--- config.mk ---
export PLATFORM = sky130hd
export DESIGN_NAME = websocket_frame_deframer
export DESIGN_NICKNAME = d
export VERILOG_FILES = /design/src/hdl/wsd_pkg.sv /design/src/hdl/wsd_parse.sv /design/src/hdl/wsd_queue.sv /design/src/hdl/websocket_frame_deframer.sv
export SDC_FILE = /design/constraint.sdc
export NUM_CORES = 1
export LEC_CHECK = 0
export ABC_AREA = 1
export BUFFER_PORTS_ARGS = -buffer_cell sky130_fd_sc_hd__buf_2
export CORE_MARGIN = 1
export CORE_UTILIZATION = 60
export CTS_BUF_LIST = sky130_fd_sc_hd__clkbuf_2
export CTS_CLUSTER_SIZE = 20
export DETAILED_ROUTE_END_ITERATION = 7
export MAX_ROUTING_LAYER = met4
export PLACE_DENSITY_LB_ADDON = 0.05
export SYNTH_ARGS = -nofsm -noshare
export SYNTH_HDL_FRONTEND = slang
export SYNTH_SLANG_ARGS = --single-unit
--- constraint.sdc ---
create_clock -name clk -period 4.51 [get_ports clk]
set_input_delay 0.451 -clock clk [delete_from_list [all_inputs] [get_ports clk]]
set_output_delay 0.451 -clock clk [all_outputs]
set_load 0.02 [all_outputs]
--- src/hdl/wsd_pkg.sv ---
// wsd_pkg: shared types and constants of the websocket frame deframer.
// Holds the result record, the result kind codes and the frame constants.
// No dependencies.
`timescale 1ns / 1ps
`default_nettype none

package wsd_pkg;

  // Result kinds
  typedef enum logic [2:0] {
    K_DATA  = 3'd0,
    K_EMPTY = 3'd1,
    K_PONG  = 3'd2,
    K_CLOSE = 3'd3,
    K_ERROR = 3'd4
  } kind_t;

  // One result item
  typedef struct packed {
    kind_t       kind;
    logic [7:0]  payload_byte;
    logic        is_text;
    logic [15:0] message_length;
    logic        last;
  } result_t;

  // Parser to top level status
  typedef struct packed {
    logic push;
    logic link_open;
  } parse_stat_t;

  // Frame constants
  localparam logic [3:0] OP_MASK   = 4'hF;
  localparam logic [3:0] OP_TEXT   = 4'h1;
  localparam logic [3:0] OP_CLOSE  = 4'h8;
  localparam logic [3:0] OP_PING   = 4'h9;
  localparam logic [6:0] LEN_EXT16 = 7'd126;
  localparam logic [6:0] LEN_EXT64 = 7'd127;

endpackage

`default_nettype wire

--- src/hdl/wsd_parse.sv ---
// wsd_parse: front end, one received byte per transfer, frame header parsing,
// unmasking and result classification. Depends on wsd_pkg.
`timescale 1ns / 1ps
`default_nettype none

module wsd_parse (
  input  wire logic            clk,
  input  wire logic            rst_n,
  input  wire logic            accept,
  input  wire logic [7:0]      rx_byte,
  output wsd_pkg::parse_stat_t stat,
  output wsd_pkg::result_t     result
);
  import wsd_pkg::*;

  typedef enum logic [5:0] {
    PH_HDR0 = 6'b000001,
    PH_HDR1 = 6'b000010,
    PH_EXT0 = 6'b000100,
    PH_EXT1 = 6'b001000,
    PH_MASK = 6'b010000,
    PH_BODY = 6'b100000
  } phase_t;

  phase_t      phase_r, phase_nxt;
  logic [3:0]  opcode_r, opcode_nxt;
  logic        mask_r, mask_nxt;
  logic [7:0]  len_high_r, len_high_nxt;
  logic [15:0] total_r, total_nxt;
  logic [15:0] left_r, left_nxt;
  logic [31:0] key_r, key_nxt;
  logic [1:0]  pos_r, pos_nxt;
  logic        skip_r, skip_nxt;
  logic        open_r, open_nxt;

  logic        push;
  result_t     res;
  logic        do_after;
  logic        do_start;
  logic [7:0]  key_byte;
  logic [7:0]  plain;
  logic        text;

  assign text = (opcode_r == OP_TEXT);

  // Mask key byte for the current payload position, first key byte first
  always_comb begin
    unique case (pos_r)
      2'd0:    key_byte = key_r[31:24];
      2'd1:    key_byte = key_r[23:16];
      2'd2:    key_byte = key_r[15:8];
      default: key_byte = key_r[7:0];
    endcase
  end

  assign plain = mask_r ? (rx_byte ^ key_byte) : rx_byte;

  // Parse step
  always_comb begin
    phase_nxt    = phase_r;
    opcode_nxt   = opcode_r;
    mask_nxt     = mask_r;
    len_high_nxt = len_high_r;
    total_nxt    = total_r;
    left_nxt     = left_r;
    key_nxt      = key_r;
    pos_nxt      = pos_r;
    skip_nxt     = skip_r;
    open_nxt     = open_r;
    push         = 1'b0;
    res          = '0;
    do_after     = 1'b0;
    do_start     = 1'b0;

    if (accept && open_r) begin
      unique case (phase_r)
        PH_HDR1: begin
          mask_nxt = rx_byte[7];
          if (opcode_r == OP_CLOSE) begin
            open_nxt  = 1'b0;
            phase_nxt = PH_HDR0;
            push      = 1'b1;
            res.kind  = K_CLOSE;
          end else if (opcode_r == OP_PING) begin
            push     = 1'b1;
            res.kind = K_PONG;
            if (rx_byte[6:0] == LEN_EXT64) begin
              phase_nxt = PH_HDR0;
            end else begin
              skip_nxt = 1'b1;
              if (rx_byte[6:0] == LEN_EXT16) begin
                phase_nxt = PH_EXT0;
              end else begin
                total_nxt = {9'd0, rx_byte[6:0]};
                do_after  = 1'b1;
              end
            end
          end else if (rx_byte[6:0] == LEN_EXT64) begin
            phase_nxt = PH_HDR0;
            push      = 1'b1;
            res.kind  = K_ERROR;
          end else if (rx_byte[6:0] == LEN_EXT16) begin
            phase_nxt = PH_EXT0;
          end else begin
            total_nxt = {9'd0, rx_byte[6:0]};
            do_after  = 1'b1;
          end
        end
        PH_EXT0: begin
          len_high_nxt = rx_byte;
          phase_nxt    = PH_EXT1;
        end
        PH_EXT1: begin
          total_nxt = {len_high_r, rx_byte};
          do_after  = 1'b1;
        end
        PH_MASK: begin
          key_nxt = {key_r[23:0], rx_byte};
          if (pos_r == 2'd3) begin
            pos_nxt  = 2'd0;
            do_start = 1'b1;
          end else begin
            pos_nxt = pos_r + 2'd1;
          end
        end
        PH_BODY: begin
          pos_nxt  = pos_r + 2'd1;
          left_nxt = left_r - 16'd1;
          if (left_nxt == 16'd0) begin
            phase_nxt = PH_HDR0;
          end
          if (skip_r) begin
            if (left_nxt == 16'd0) begin
              skip_nxt = 1'b0;
            end
          end else begin
            push               = 1'b1;
            res.kind           = K_DATA;
            res.payload_byte   = plain;
            res.is_text        = text;
            res.message_length = total_r;
            res.last           = (left_nxt == 16'd0);
          end
        end
        default: begin
          opcode_nxt = rx_byte[3:0] & OP_MASK;
          skip_nxt   = 1'b0;
          phase_nxt  = PH_HDR1;
        end
      endcase

      // Length known: read the mask key or start the body
      if (do_after) begin
        if (mask_nxt) begin
          pos_nxt   = 2'd0;
          phase_nxt = PH_MASK;
        end else begin
          do_start = 1'b1;
        end
      end

      // Header complete: empty frame or payload
      if (do_start) begin
        if (total_nxt == 16'd0) begin
          phase_nxt = PH_HDR0;
          if (skip_nxt) begin
            skip_nxt = 1'b0;
          end else begin
            push        = 1'b1;
            res.kind    = K_EMPTY;
            res.is_text = text;
            res.last    = 1'b1;
          end
        end else begin
          left_nxt  = total_nxt;
          pos_nxt   = 2'd0;
          phase_nxt = PH_BODY;
        end
      end
    end
  end

  // State registers
  always_ff @(posedge clk) begin
    if (!rst_n) begin
      phase_r    <= PH_HDR0;
      opcode_r   <= 4'd0;
      mask_r     <= 1'b0;
      len_high_r <= 8'd0;
      total_r    <= 16'd0;
      left_r     <= 16'd0;
      key_r      <= 32'd0;
      pos_r      <= 2'd0;
      skip_r     <= 1'b0;
      open_r     <= 1'b1;
    end else begin
      phase_r    <= phase_nxt;
      opcode_r   <= opcode_nxt;
      mask_r     <= mask_nxt;
      len_high_r <= len_high_nxt;
      total_r    <= total_nxt;
      left_r     <= left_nxt;
      key_r      <= key_nxt;
      pos_r      <= pos_nxt;
      skip_r     <= skip_nxt;
      open_r     <= open_nxt;
    end
  end

  assign stat.push      = push;
  assign stat.link_open = open_r;
  assign result         = res;

endmodule

`default_nettype wire

--- src/hdl/wsd_queue.sv ---
// wsd_queue: short result queue between the parser and the output channel.
// Its head drives the result channel directly. Depends on wsd_pkg.
`timescale 1ns / 1ps
`default_nettype none

module wsd_queue #(
  parameter int DEPTH = 4
) (
  input  wire logic             clk,
  input  wire logic             rst_n,
  input  wire logic             push,
  input  wsd_pkg::result_t      push_data,
  input  wire logic             pop,
  output wsd_pkg::result_t      head,
  output logic                  not_empty,
  output logic                  full,
  output logic [$clog2(DEPTH+1)-1:0] count
);
  import wsd_pkg::*;

  localparam int PW = $clog2(DEPTH);
  localparam int CW = $clog2(DEPTH + 1);
  localparam logic [PW-1:0] LAST_PTR  = PW'(DEPTH - 1);
  localparam logic [CW-1:0] DEPTH_CNT = CW'(DEPTH);

  result_t         slot_r [DEPTH];
  logic [PW-1:0]   wr_r, wr_nxt;
  logic [PW-1:0]   rd_r, rd_nxt;
  logic [CW-1:0]   cnt_r, cnt_nxt;

  // Pointer and fill count update
  always_comb begin
    wr_nxt  = wr_r;
    rd_nxt  = rd_r;
    cnt_nxt = cnt_r;
    if (push) begin
      wr_nxt = (wr_r == LAST_PTR) ? '0 : wr_r + PW'(1);
    end
    if (pop) begin
      rd_nxt = (rd_r == LAST_PTR) ? '0 : rd_r + PW'(1);
    end
    if (push && !pop) begin
      cnt_nxt = cnt_r + CW'(1);
    end else if (pop && !push) begin
      cnt_nxt = cnt_r - CW'(1);
    end
  end

  always_ff @(posedge clk) begin
    if (!rst_n) begin
      wr_r  <= '0;
      rd_r  <= '0;
      cnt_r <= '0;
    end else begin
      wr_r  <= wr_nxt;
      rd_r  <= rd_nxt;
      cnt_r <= cnt_nxt;
    end
  end

  // Storage slots, no reset
  always_ff @(posedge clk) begin
    if (push) begin
      slot_r[wr_r] <= push_data;
    end
  end

  assign head      = slot_r[rd_r];
  assign not_empty = (cnt_r != '0);
  assign full      = (cnt_r == DEPTH_CNT);
  assign count     = cnt_r;

endmodule

`default_nettype wire

--- src/hdl/websocket_frame_deframer.sv ---
// websocket_frame_deframer: top level of the websocket receive-side deframer.
// Joins the parser front end (wsd_parse) and the result queue (wsd_queue).
//
// Usage:
//   Input channel in_valid / in_stall / in_rx_byte carries one received byte
//   of the stream per transfer. Result channel out_valid / out_stall carries
//   out_kind, out_payload_byte, out_is_text, out_message_length, out_last.
//   Header bytes, the extended length, the mask key and ping payloads give no
//   result; payload bytes, empty messages, pong requests, close and error do.
//   A result is written into the queue at the transfer of the byte that
//   causes it and reaches the output once the results ahead of it are taken.
//   Throughput: one byte per cycle while in_stall is low; the parse step is
//   combinational; a QUEUE_DEPTH-entry queue parts parser and output side.
//   When the receiver stalls, results collect in the queue; once it holds
//   QUEUE_DEPTH results, in_stall rises until a result is taken.
//   After a close frame all further bytes are taken and dropped until reset.
//   Reset (rst_n low, synchronous) empties the queue and returns the parser
//   to the first header byte with the link open.
`timescale 1ns / 1ps
`default_nettype none

module websocket_frame_deframer #(
  parameter int QUEUE_DEPTH = 4
) (
  input  wire logic        clk,
  input  wire logic        rst_n,
  input  wire logic        in_valid,
  output logic             in_stall,
  input  wire logic [7:0]  in_rx_byte,
  output logic             out_valid,
  input  wire logic        out_stall,
  output logic [2:0]       out_kind,
  output logic [7:0]       out_payload_byte,
  output logic             out_is_text,
  output logic [15:0]      out_message_length,
  output logic             out_last
);
  import wsd_pkg::*;

  localparam int CW = $clog2(QUEUE_DEPTH + 1);

  logic          in_xfer;
  logic          out_xfer;
  parse_stat_t   stat;
  result_t       parse_res;
  result_t       head;
  logic          q_not_empty;
  logic          q_full;
  logic [CW-1:0] q_count;

  assign in_stall = q_full;
  assign in_xfer  = in_valid && !in_stall;
  assign out_xfer = out_valid && !out_stall;

  // Front end: parse and classify
  wsd_parse u_parse (
    .clk     (clk),
    .rst_n   (rst_n),
    .accept  (in_xfer),
    .rx_byte (in_rx_byte),
    .stat    (stat),
    .result  (parse_res)
  );

  // Back end: result queue feeding the output channel
  wsd_queue #(
    .DEPTH (QUEUE_DEPTH)
  ) u_queue (
    .clk       (clk),
    .rst_n     (rst_n),
    .push      (stat.push),
    .push_data (parse_res),
    .pop       (out_xfer),
    .head      (head),
    .not_empty (q_not_empty),
    .full      (q_full),
    .count     (q_count)
  );

  assign out_valid          = q_not_empty;
  assign out_kind           = head.kind;
  assign out_payload_byte   = head.payload_byte;
  assign out_is_text        = head.is_text;
  assign out_message_length = head.message_length;
  assign out_last           = head.last;

  // Assertions
  a_push_only_on_xfer: assert property (@(posedge clk) disable iff (!rst_n)
    stat.push |-> in_xfer)
    else $error("result pushed without an input transfer");

  a_no_result_after_close: assert property (@(posedge clk) disable iff (!rst_n)
    !stat.link_open |-> !stat.push)
    else $error("result produced after close");

  a_close_shuts_link: assert property (@(posedge clk) disable iff (!rst_n)
    (stat.push && parse_res.kind == K_CLOSE) |=> !stat.link_open)
    else $error("close result did not shut the link");

  a_count_bound: assert property (@(posedge clk) disable iff (!rst_n)
    q_count <= CW'(QUEUE_DEPTH))
    else $error("queue fill count beyond depth");

  a_count_track: assert property (@(posedge clk) disable iff (!rst_n)
    (stat.push && !out_xfer) |=> (q_count == $past(q_count) + CW'(1)))
    else $error("queue count did not follow a push");

endmodule

`default_nettype wire

* Word level (Yosys, flattened, before mapping)
Memories as Yosys holds them, arrays and structs flattened. A register that Yosys moved wholly into a read port is not among the register bits.
Cells that the tools add are included.
** Word-level totals
- Bits of input ports :: 12
- Bits in registers :: 94
- Memories kept :: 1
- Word-level logic and storage cells :: 138
- RAM bits :: 116
** Cells by class
- Multiplexer cells :: 79
- $add $sub $neg :: 6
- Equal/unequal tests :: 16
- Bitwise gates (word level) :: 2
- Reductions and logical operators :: 21
** Memory list
- u_queue.slot_r :: words 4, bits a word 29, read ports 1, clocked after memory_dff 1, write ports 1, RTL line wsd_queue.sv:26 : result_t slot_r [DEPTH];
** Operator list (count)
- two-way mux 16 bit :: 7
- two-way mux 26 bit :: 2
- two-way mux 6 bit :: 8
- two-way mux 1 bit :: 35
- zero test 16 bit :: 2
- case mux 16 bit (2 select lines) :: 1
- two-way mux 29 bit :: 1
- two-way mux 3 bit :: 8
- case mux 6 bit (4 select lines) :: 1
- case mux 8 bit (3 select lines) :: 1
- two-way mux 2 bit :: 9
- subtractor 16 x 1 -> 16 bit, second input constant :: 1
- == test 7 bit, second input constant :: 2
- == test 2 bit, second input constant :: 4
- == test 4 bit, second input constant :: 2
- two-way mux 8 bit :: 1
- bitwise XOR 8 bit :: 1
- adder 2 x 1 -> 2 bit, second input constant :: 3
- == test 6 x 2 -> 1 bit, second input constant :: 1
- == test 6 x 3 -> 1 bit, second input constant :: 1
- == test 6 x 4 -> 1 bit, second input constant :: 1
- == test 6 x 5 -> 1 bit, second input constant :: 1
- == test 6 bit, second input constant :: 1
- case mux 3 bit (2 select lines) :: 1
- other kinds (19) :: 29

* Depth between registers and ports, before layout
- Depth in word-level cells :: 14
- Gate-level depth with buffers :: 24
- Gate-level depth less buffers :: 24

* Cells and area by module
A second synthesis with hierarchy kept.
** Unflattened totals
- Cell total of the unflattened synthesis :: 1179
- Area total of the unflattened synthesis :: 10462.5 µm²
** By module, submodules not included
- wsd_parse :: sequential area each 1741.7 µm², cells an instance 834, instances 1, area an instance 5371.4 µm²
- wsd_queue :: sequential area each 3663.5 µm², cells an instance 341, instances 1, area an instance 5071.1 µm²
- websocket_frame_deframer :: sequential area each 0.0 µm², cells an instance 4, instances 1, area an instance 20.0 µm²

* Worst setup path before layout
Ideal clock, no wire load.
- Path kind :: input to register
- Start :: input port in_rx_byte[6]
- End :: memory u_queue.slot_r[0][0] (netlist bit) (enable)
- Arrival time :: 2.660 ns
- Setup slack :: 1.458 ns
- Buffers on the path :: 0
- Stages :: 15
- Setup time :: 0.392 ns
- Cells stage by stage :: inv_2 -> nor2_1 -> a21oi_4 -> nand2_4 -> nand3_1 -> nand2_1 -> nor2_1 -> nand2_1 -> nor2_4 -> nand2_4 -> nor2_4 -> nand3_4 -> nand2_4 -> inv_2 -> nor2_2
** Between the ends
- Word-level cells in the longest chain between the ends :: 12
- Elaborated cells between the ends (all ways) :: 30
** Ends and longest elaborated chain
- start, declared :: RTL line websocket_frame_deframer.sv:29 : input wire logic [7:0] in_rx_byte,
- == test 7 bit (on tied branches)
- two-way mux 16 bit, or another cell as far along :: RTL line wsd_parse.sv:91, wsd_parse.sv:102
- two-way mux 16 bit, or another cell as far along :: RTL line wsd_parse.sv:87, wsd_parse.sv:98
- two-way mux 16 bit / two-way mux 1 bit (equally long branches) :: RTL line wsd_parse.sv:79 : if (opcode_r == OP_CLOSE) begin
- case mux 16 bit (2 select lines), or another cell as far along :: RTL line wsd_parse.sv:76 : unique case (phase_r)
- two-way mux 16 bit / two-way mux 1 bit (equally long branches) :: RTL line wsd_parse.sv:75 : if (accept && open_r) begin
- zero test 16 bit, or another cell as far along :: RTL line wsd_parse.sv:164 : if (total_nxt == 16'd0) begin
- two-way mux 1 bit (on tied branches) :: RTL line wsd_parse.sv:164, wsd_parse.sv:75
- two-way mux 1 bit * :: RTL line wsd_parse.sv:163 : if (do_start) begin
- two-way mux 1 bit * :: RTL line wsd_parse.sv:75
- via u_parse.push :: RTL line wsd_parse.sv:36 : logic push;
- two-way mux 1 bit * :: RTL line wsd_queue.sv:63 : if (push) begin
- two-way mux 1 bit (implied by the code) * :: RTL line wsd_queue.sv:64 : slot_r[wr_r] <= push_data;
- end, declared :: RTL line wsd_queue.sv:26
Mark *: on every way through the listed nets, which the timed path passes. The rest lies on a longest branch. The select of a mux whose other input is x is not followed.

* Worst setup path after layout
- Start :: register u_parse.phase_r[1]
- End :: register u_queue.cnt_r[2], in the netlist u_queue.count[2]
** Between the ends
- Word-level cells in the longest chain between the ends :: 11
- Elaborated cells between the ends (all ways) :: 29
** Ends and longest elaborated chain
- start, declared :: RTL line wsd_parse.sv:25 : phase_t phase_r, phase_nxt;
- start signal, assigned :: RTL line wsd_parse.sv:197 : phase_r <= phase_nxt;
- == test 6 x 3 -> 1 bit, or another cell as far along :: RTL line wsd_parse.sv:76
- OR reduction 3 bit (no line) / two-way mux 1 bit (equally long branches)
- case mux 1 bit (3 select lines) / two-way mux 1 bit (equally long branches) :: RTL line wsd_parse.sv:76, wsd_parse.sv:75
- two-way mux 1 bit (on tied branches) :: RTL line wsd_parse.sv:75, wsd_parse.sv:154
- two-way mux 1 bit (on tied branches) :: RTL line wsd_parse.sv:166, wsd_parse.sv:153
- two-way mux 1 bit (on tied branches) :: RTL line wsd_parse.sv:164, wsd_parse.sv:75
- two-way mux 1 bit * :: RTL line wsd_parse.sv:163
- two-way mux 1 bit * :: RTL line wsd_parse.sv:75
- via u_parse.push :: RTL line wsd_parse.sv:36
- zero test 1 bit :: RTL line wsd_queue.sv:44 : end else if (pop && !push) begin
- logical AND 1 bit :: RTL line wsd_queue.sv:44
- nonzero test 2 bit (no line)
- end signal, assigned :: RTL line wsd_queue.sv:57 : cnt_r <= cnt_nxt;
- end, declared :: RTL line wsd_queue.sv:29 : logic [CW-1:0] cnt_r, cnt_nxt;
Marks and branches as above.
A chain may end at the register's enable or synchronous reset.

==> results by group <==
Routing
  – Total number of vias: 8201
  – DR WL/cell: 15.7 µm
  – Iter 0 DRT Violations: 678
  – Pre-antenna DRT Iters: 5
  – Drt total wl: between 20000 and 25000 µm
  – DR vias/cell: 5.58
  – DRC: 0
  – DRT antenna net count: 0

GRT
  – Grt total ovfl: 0
  – Largest net degree at the start of global routing: 64
  – First-pass GRT wire length: 36300 µm
  – Total track usage: 0.284
  – Vias in the first global route: 7222
  – Initial antenna violation count: 2

Floorplanning
  – Core area: 16100 µm²
  – Row count: 46
  – Die area: ~17000 µm²
  – Initial Utilization: 0.620
  – Ports: 43
  – Die height: ~130 µm
  – Die X: 131 µm

Run status
  – Status: complete, no violations

Setup path
  – CP Depth: 21
  – R2r setup slk: 1.05 ns
  – CP max-delay cell: dfxtp_1
  – CP Cell Sequence: inv_2, nor2_4, nand3_4, nor2_8, nand2_4, nand3_1, nand2_1, nor2_1, nand2_1, nor2_2, nand2_4, nor2_4, nand3_4, nand2_4, ha_1, inv_1, fa_1, a21oi_1, o21ai_0, o21ai_0, a21oi_1
  – Reg2Reg Launch Point: u_parse.phase_r[1]
  – Crit path DAT: ~4.1 ns
  – R2R depth: 21
  – Worst Path Required: 5.18 ns
  – Critical path startpoint: u_parse.phase_r[1]
  – CP max stage delay: 0.47 ns
  – Crit Path Max Fanout: 18
  – CP Capture Type: flip-flop
  – Worst R2R End: u_queue.count[2]
  – Setup CP Type: reg2reg
  – Startpoint types: flip-flop
  – Most frequent cell on the critical path: nand2_4
  – Largest delay share family, worst path: simple AND/OR/NAND/NOR gates
  – CP Buf/Inv Count: 2
  – Worst setup endpoint: u_queue.count[2]

Timing
  – RSZ-0062 raised after global routing: no
  – Final Skew: 0.0306 ns
  – Slew HR: 0.308
  – Endpoints failing hold: 0
  – Period utilisation layout: 0.767
  – Fin. max-slew vios: 0
  – Worst-Margin Slew: 1.03 ns
  – Minimum clock period: between 3 and 4 ns
  – Min Hold Slack: 0.0685 ns
  – TNS Setup: 0 ns
  – Final setup vio count: 0
  – FMAX: 289 MHz

Yosys
  – Async set-reset flop share out of synthesis: 0
  – Most common cell in the netlist: nor2_1
  – Post-Syn Area: 9960 µm²
  – Commonest cells in the netlist: 190 x nor2_1, 164 x nand2_1, 158 x o21ai_0, 116 x edfxtp_1, 96 x dfxtp_1
  – Post-synth cell types: between 40 and 50
  – Top-area cell type share of the netlist area: 0.350
  – #FFs+latches synth: 212
  – Register area share after synthesis: 0.543
  – Syn nets: 1187
  – Synthesized area per cell: between 8 and 9 µm²
  – Leading cell types by total area after synthesis: edfxtp_1 35%, dfxtp_1 19%, o21ai_0 7.9%, nor2_1 7.2%, nand2_1 6.2%
  – Number of synthesized flops with an enable pin: about 120
  – Yosys top cell by area: edfxtp_1
  – Syn Inst Count: 1162
  – Yosys warning count: 0
  – Most used DFF post-synth: edfxtp_1

Clock tree
  – Clock Path Buffers: 3
  – CTS tree: yes
  – Clk sinks: 212
  – Clock-pin transition on the worst setup and hold timing paths: 0.09 ns
  – TritonCTS Buffers: 51
  – CTS H-Tree Depth: 2
  – Skew-Pair Late Insertion Delay: between 0.7 and 0.8 ns
  – Clock root cell: clkbuf_2

Cells and area
  – Final std cells w/o fill: 1471
  – Area of the multi-input gates: roughly 3900 µm²
  – FF+latch area: 5410 µm²
  – Core Util, Final: 0.673
  – Fill count: 1375
  – Nets: 1240
  – Layout cells sized above 1: 0.143
  – P&R area growth vs syn: 8.57%

Placed design
  – Placer Congestion: 0.948
  – Post-DP HPWL: 14700 µm
  – Placed cells: 1373
  – Buffers on Ports: 42

Worst hold path
  – Beginning of the worst hold path: out_stall
  – Hold path cells: 4
  – Hold Crit Class: in2reg

Pwr
  – Leak Pwr: around 4.4 nW
  – Maximum vdd drop: 252 µV
  – Tot Pwr: around 5.3 mW
  – Pwr Density: 487 nW/µm²

Flow run
  – Max-cap check violation count: 0
flip-flops by register name, summed over array words and instances (netlist names), named ones only:
name                cells
u_queue.rd_r            2
u_queue.wr_r            2
u_parse.open_r          1
u_parse.phase_r         6
u_parse.len_high_r      8
u_parse.mask_r          1
u_parse.left_r         16
u_queue.count           3
u_parse.skip_r          1
u_parse.key_r          32
u_parse.pos_r           2
u_parse.total_r        16
u_parse.opcode_r        4
u_queue.slot_r        116
routing by layer:
metal  global-route usage  up-vias  wire, µm  share of wire
met5                    -        -         0              0
met4                0.102        0       561          0.024
met3               0.0489       50      1360          0.059
met2                0.431      260     10400           0.45
met1                0.383     3788     10700           0.46
li1                     -     4103         -              -
layout by cell type (no fill, tap or decap), types with 2 or more instances in the layout:
| cell type | n |
|---|---|
| dlygate4sd3_1 | 5 |
| nor3_1 | 3 |
| mux2i_1 | 2 |
| a31o_2 | 8 |
| o22ai_1 | 29 |
| diode_2 | 2 |
| inv_1 | 91 |
| nand3_4 | 3 |
| nor2_4 | 4 |
| ha_1 | 12 |
| clkinv_1 | 10 |
| inv_2 | 9 |
| nand3_1 | 73 |
| xor2_1 | 6 |
| a31oi_1 | 3 |
| buf_4 | 11 |
| edfxtp_1 | 116 |
| o21ai_0 | 158 |
| a21oi_1 | 83 |
| nor2_1 | 188 |
| buf_2 | 42 |
| nand2_4 | 4 |
| nor2_2 | 8 |
| clkbuf_2 | 82 |
| dfxtp_1 | 95 |
| nand4_1 | 14 |
| nand2_1 | 164 |
| nand3b_1 | 10 |
| o2111ai_1 | 2 |
worst min-delay path by stage:
stage	endpoint	slack, ns
after global placement	u_parse.open_r	0.43
after CTS	flip-flop	0.02
final	flip-flop	0.07
after floorplan	u_parse.open_r	0.42
after global routing	flip-flop	0.03
after detailed placement	u_parse.open_r	0.44
final cells by class:
class	count	area share
Antenna cell	2	0.000463
Clock buffer	82	0.0380
Clock inverter	9	0.00347
Inverter	102	0.0354
Multi-Input combinational cell	789	0.364
Sequential cell	212	0.500
Tap cell	216	0.0250
Timing Repair Buffer	59	0.0336
report_power, final:
group	switching, mW	total, mW	leakage [nW]	internal [mW]
registers	0.0941	2.22	1.84	2.13
clock network	0.733	1.21	0.356	0.473
logic	1.26	1.84	2.25	0.578
logic make-up after synthesis:
| kind of cell | after synthesis | synth area share |
|---|---|---|
| muxes | 2 | 0.00201 |
| buffers and inverters | 161 | 0.0633 |
| DFF | 212 | 0.543 |
| AOI/OAI and AO/OA | 291 | 0.157 |
| adders and majority gates | 13 | 0.0171 |
| and+or+nand+nor | 476 | 0.212 |
| xor gates and xnor gates | 7 | 0.00616 |
per-stage QoR:
| stage | setup slack [ns] | area [µm²] |
|---|---|---|
| after CTS | 1.10 | 10800 |
| after global routing | 0.688 | 10800 |
| after detailed placement | 1.02 | 10300 |
| after floorplan | 1.46 | 9960 |
| after global placement | 1.10 | 10300 |
| final | 1.05 | 10800 |
worst min-delay path, cell delays in order:
cell and delay [ns]:
buf_2 0.08, a31oi_1 0.06, o21ai_0 0.14, nor2_1 0.07
timing repair:
action / in CTS / in global routing
gates resized for setup: 0 / 0
setup buffers: 0 / 0
hold endpoints to repair: 9 / 0
hold buffers: 5 / 0
Power figures use the tool's default switching activity.
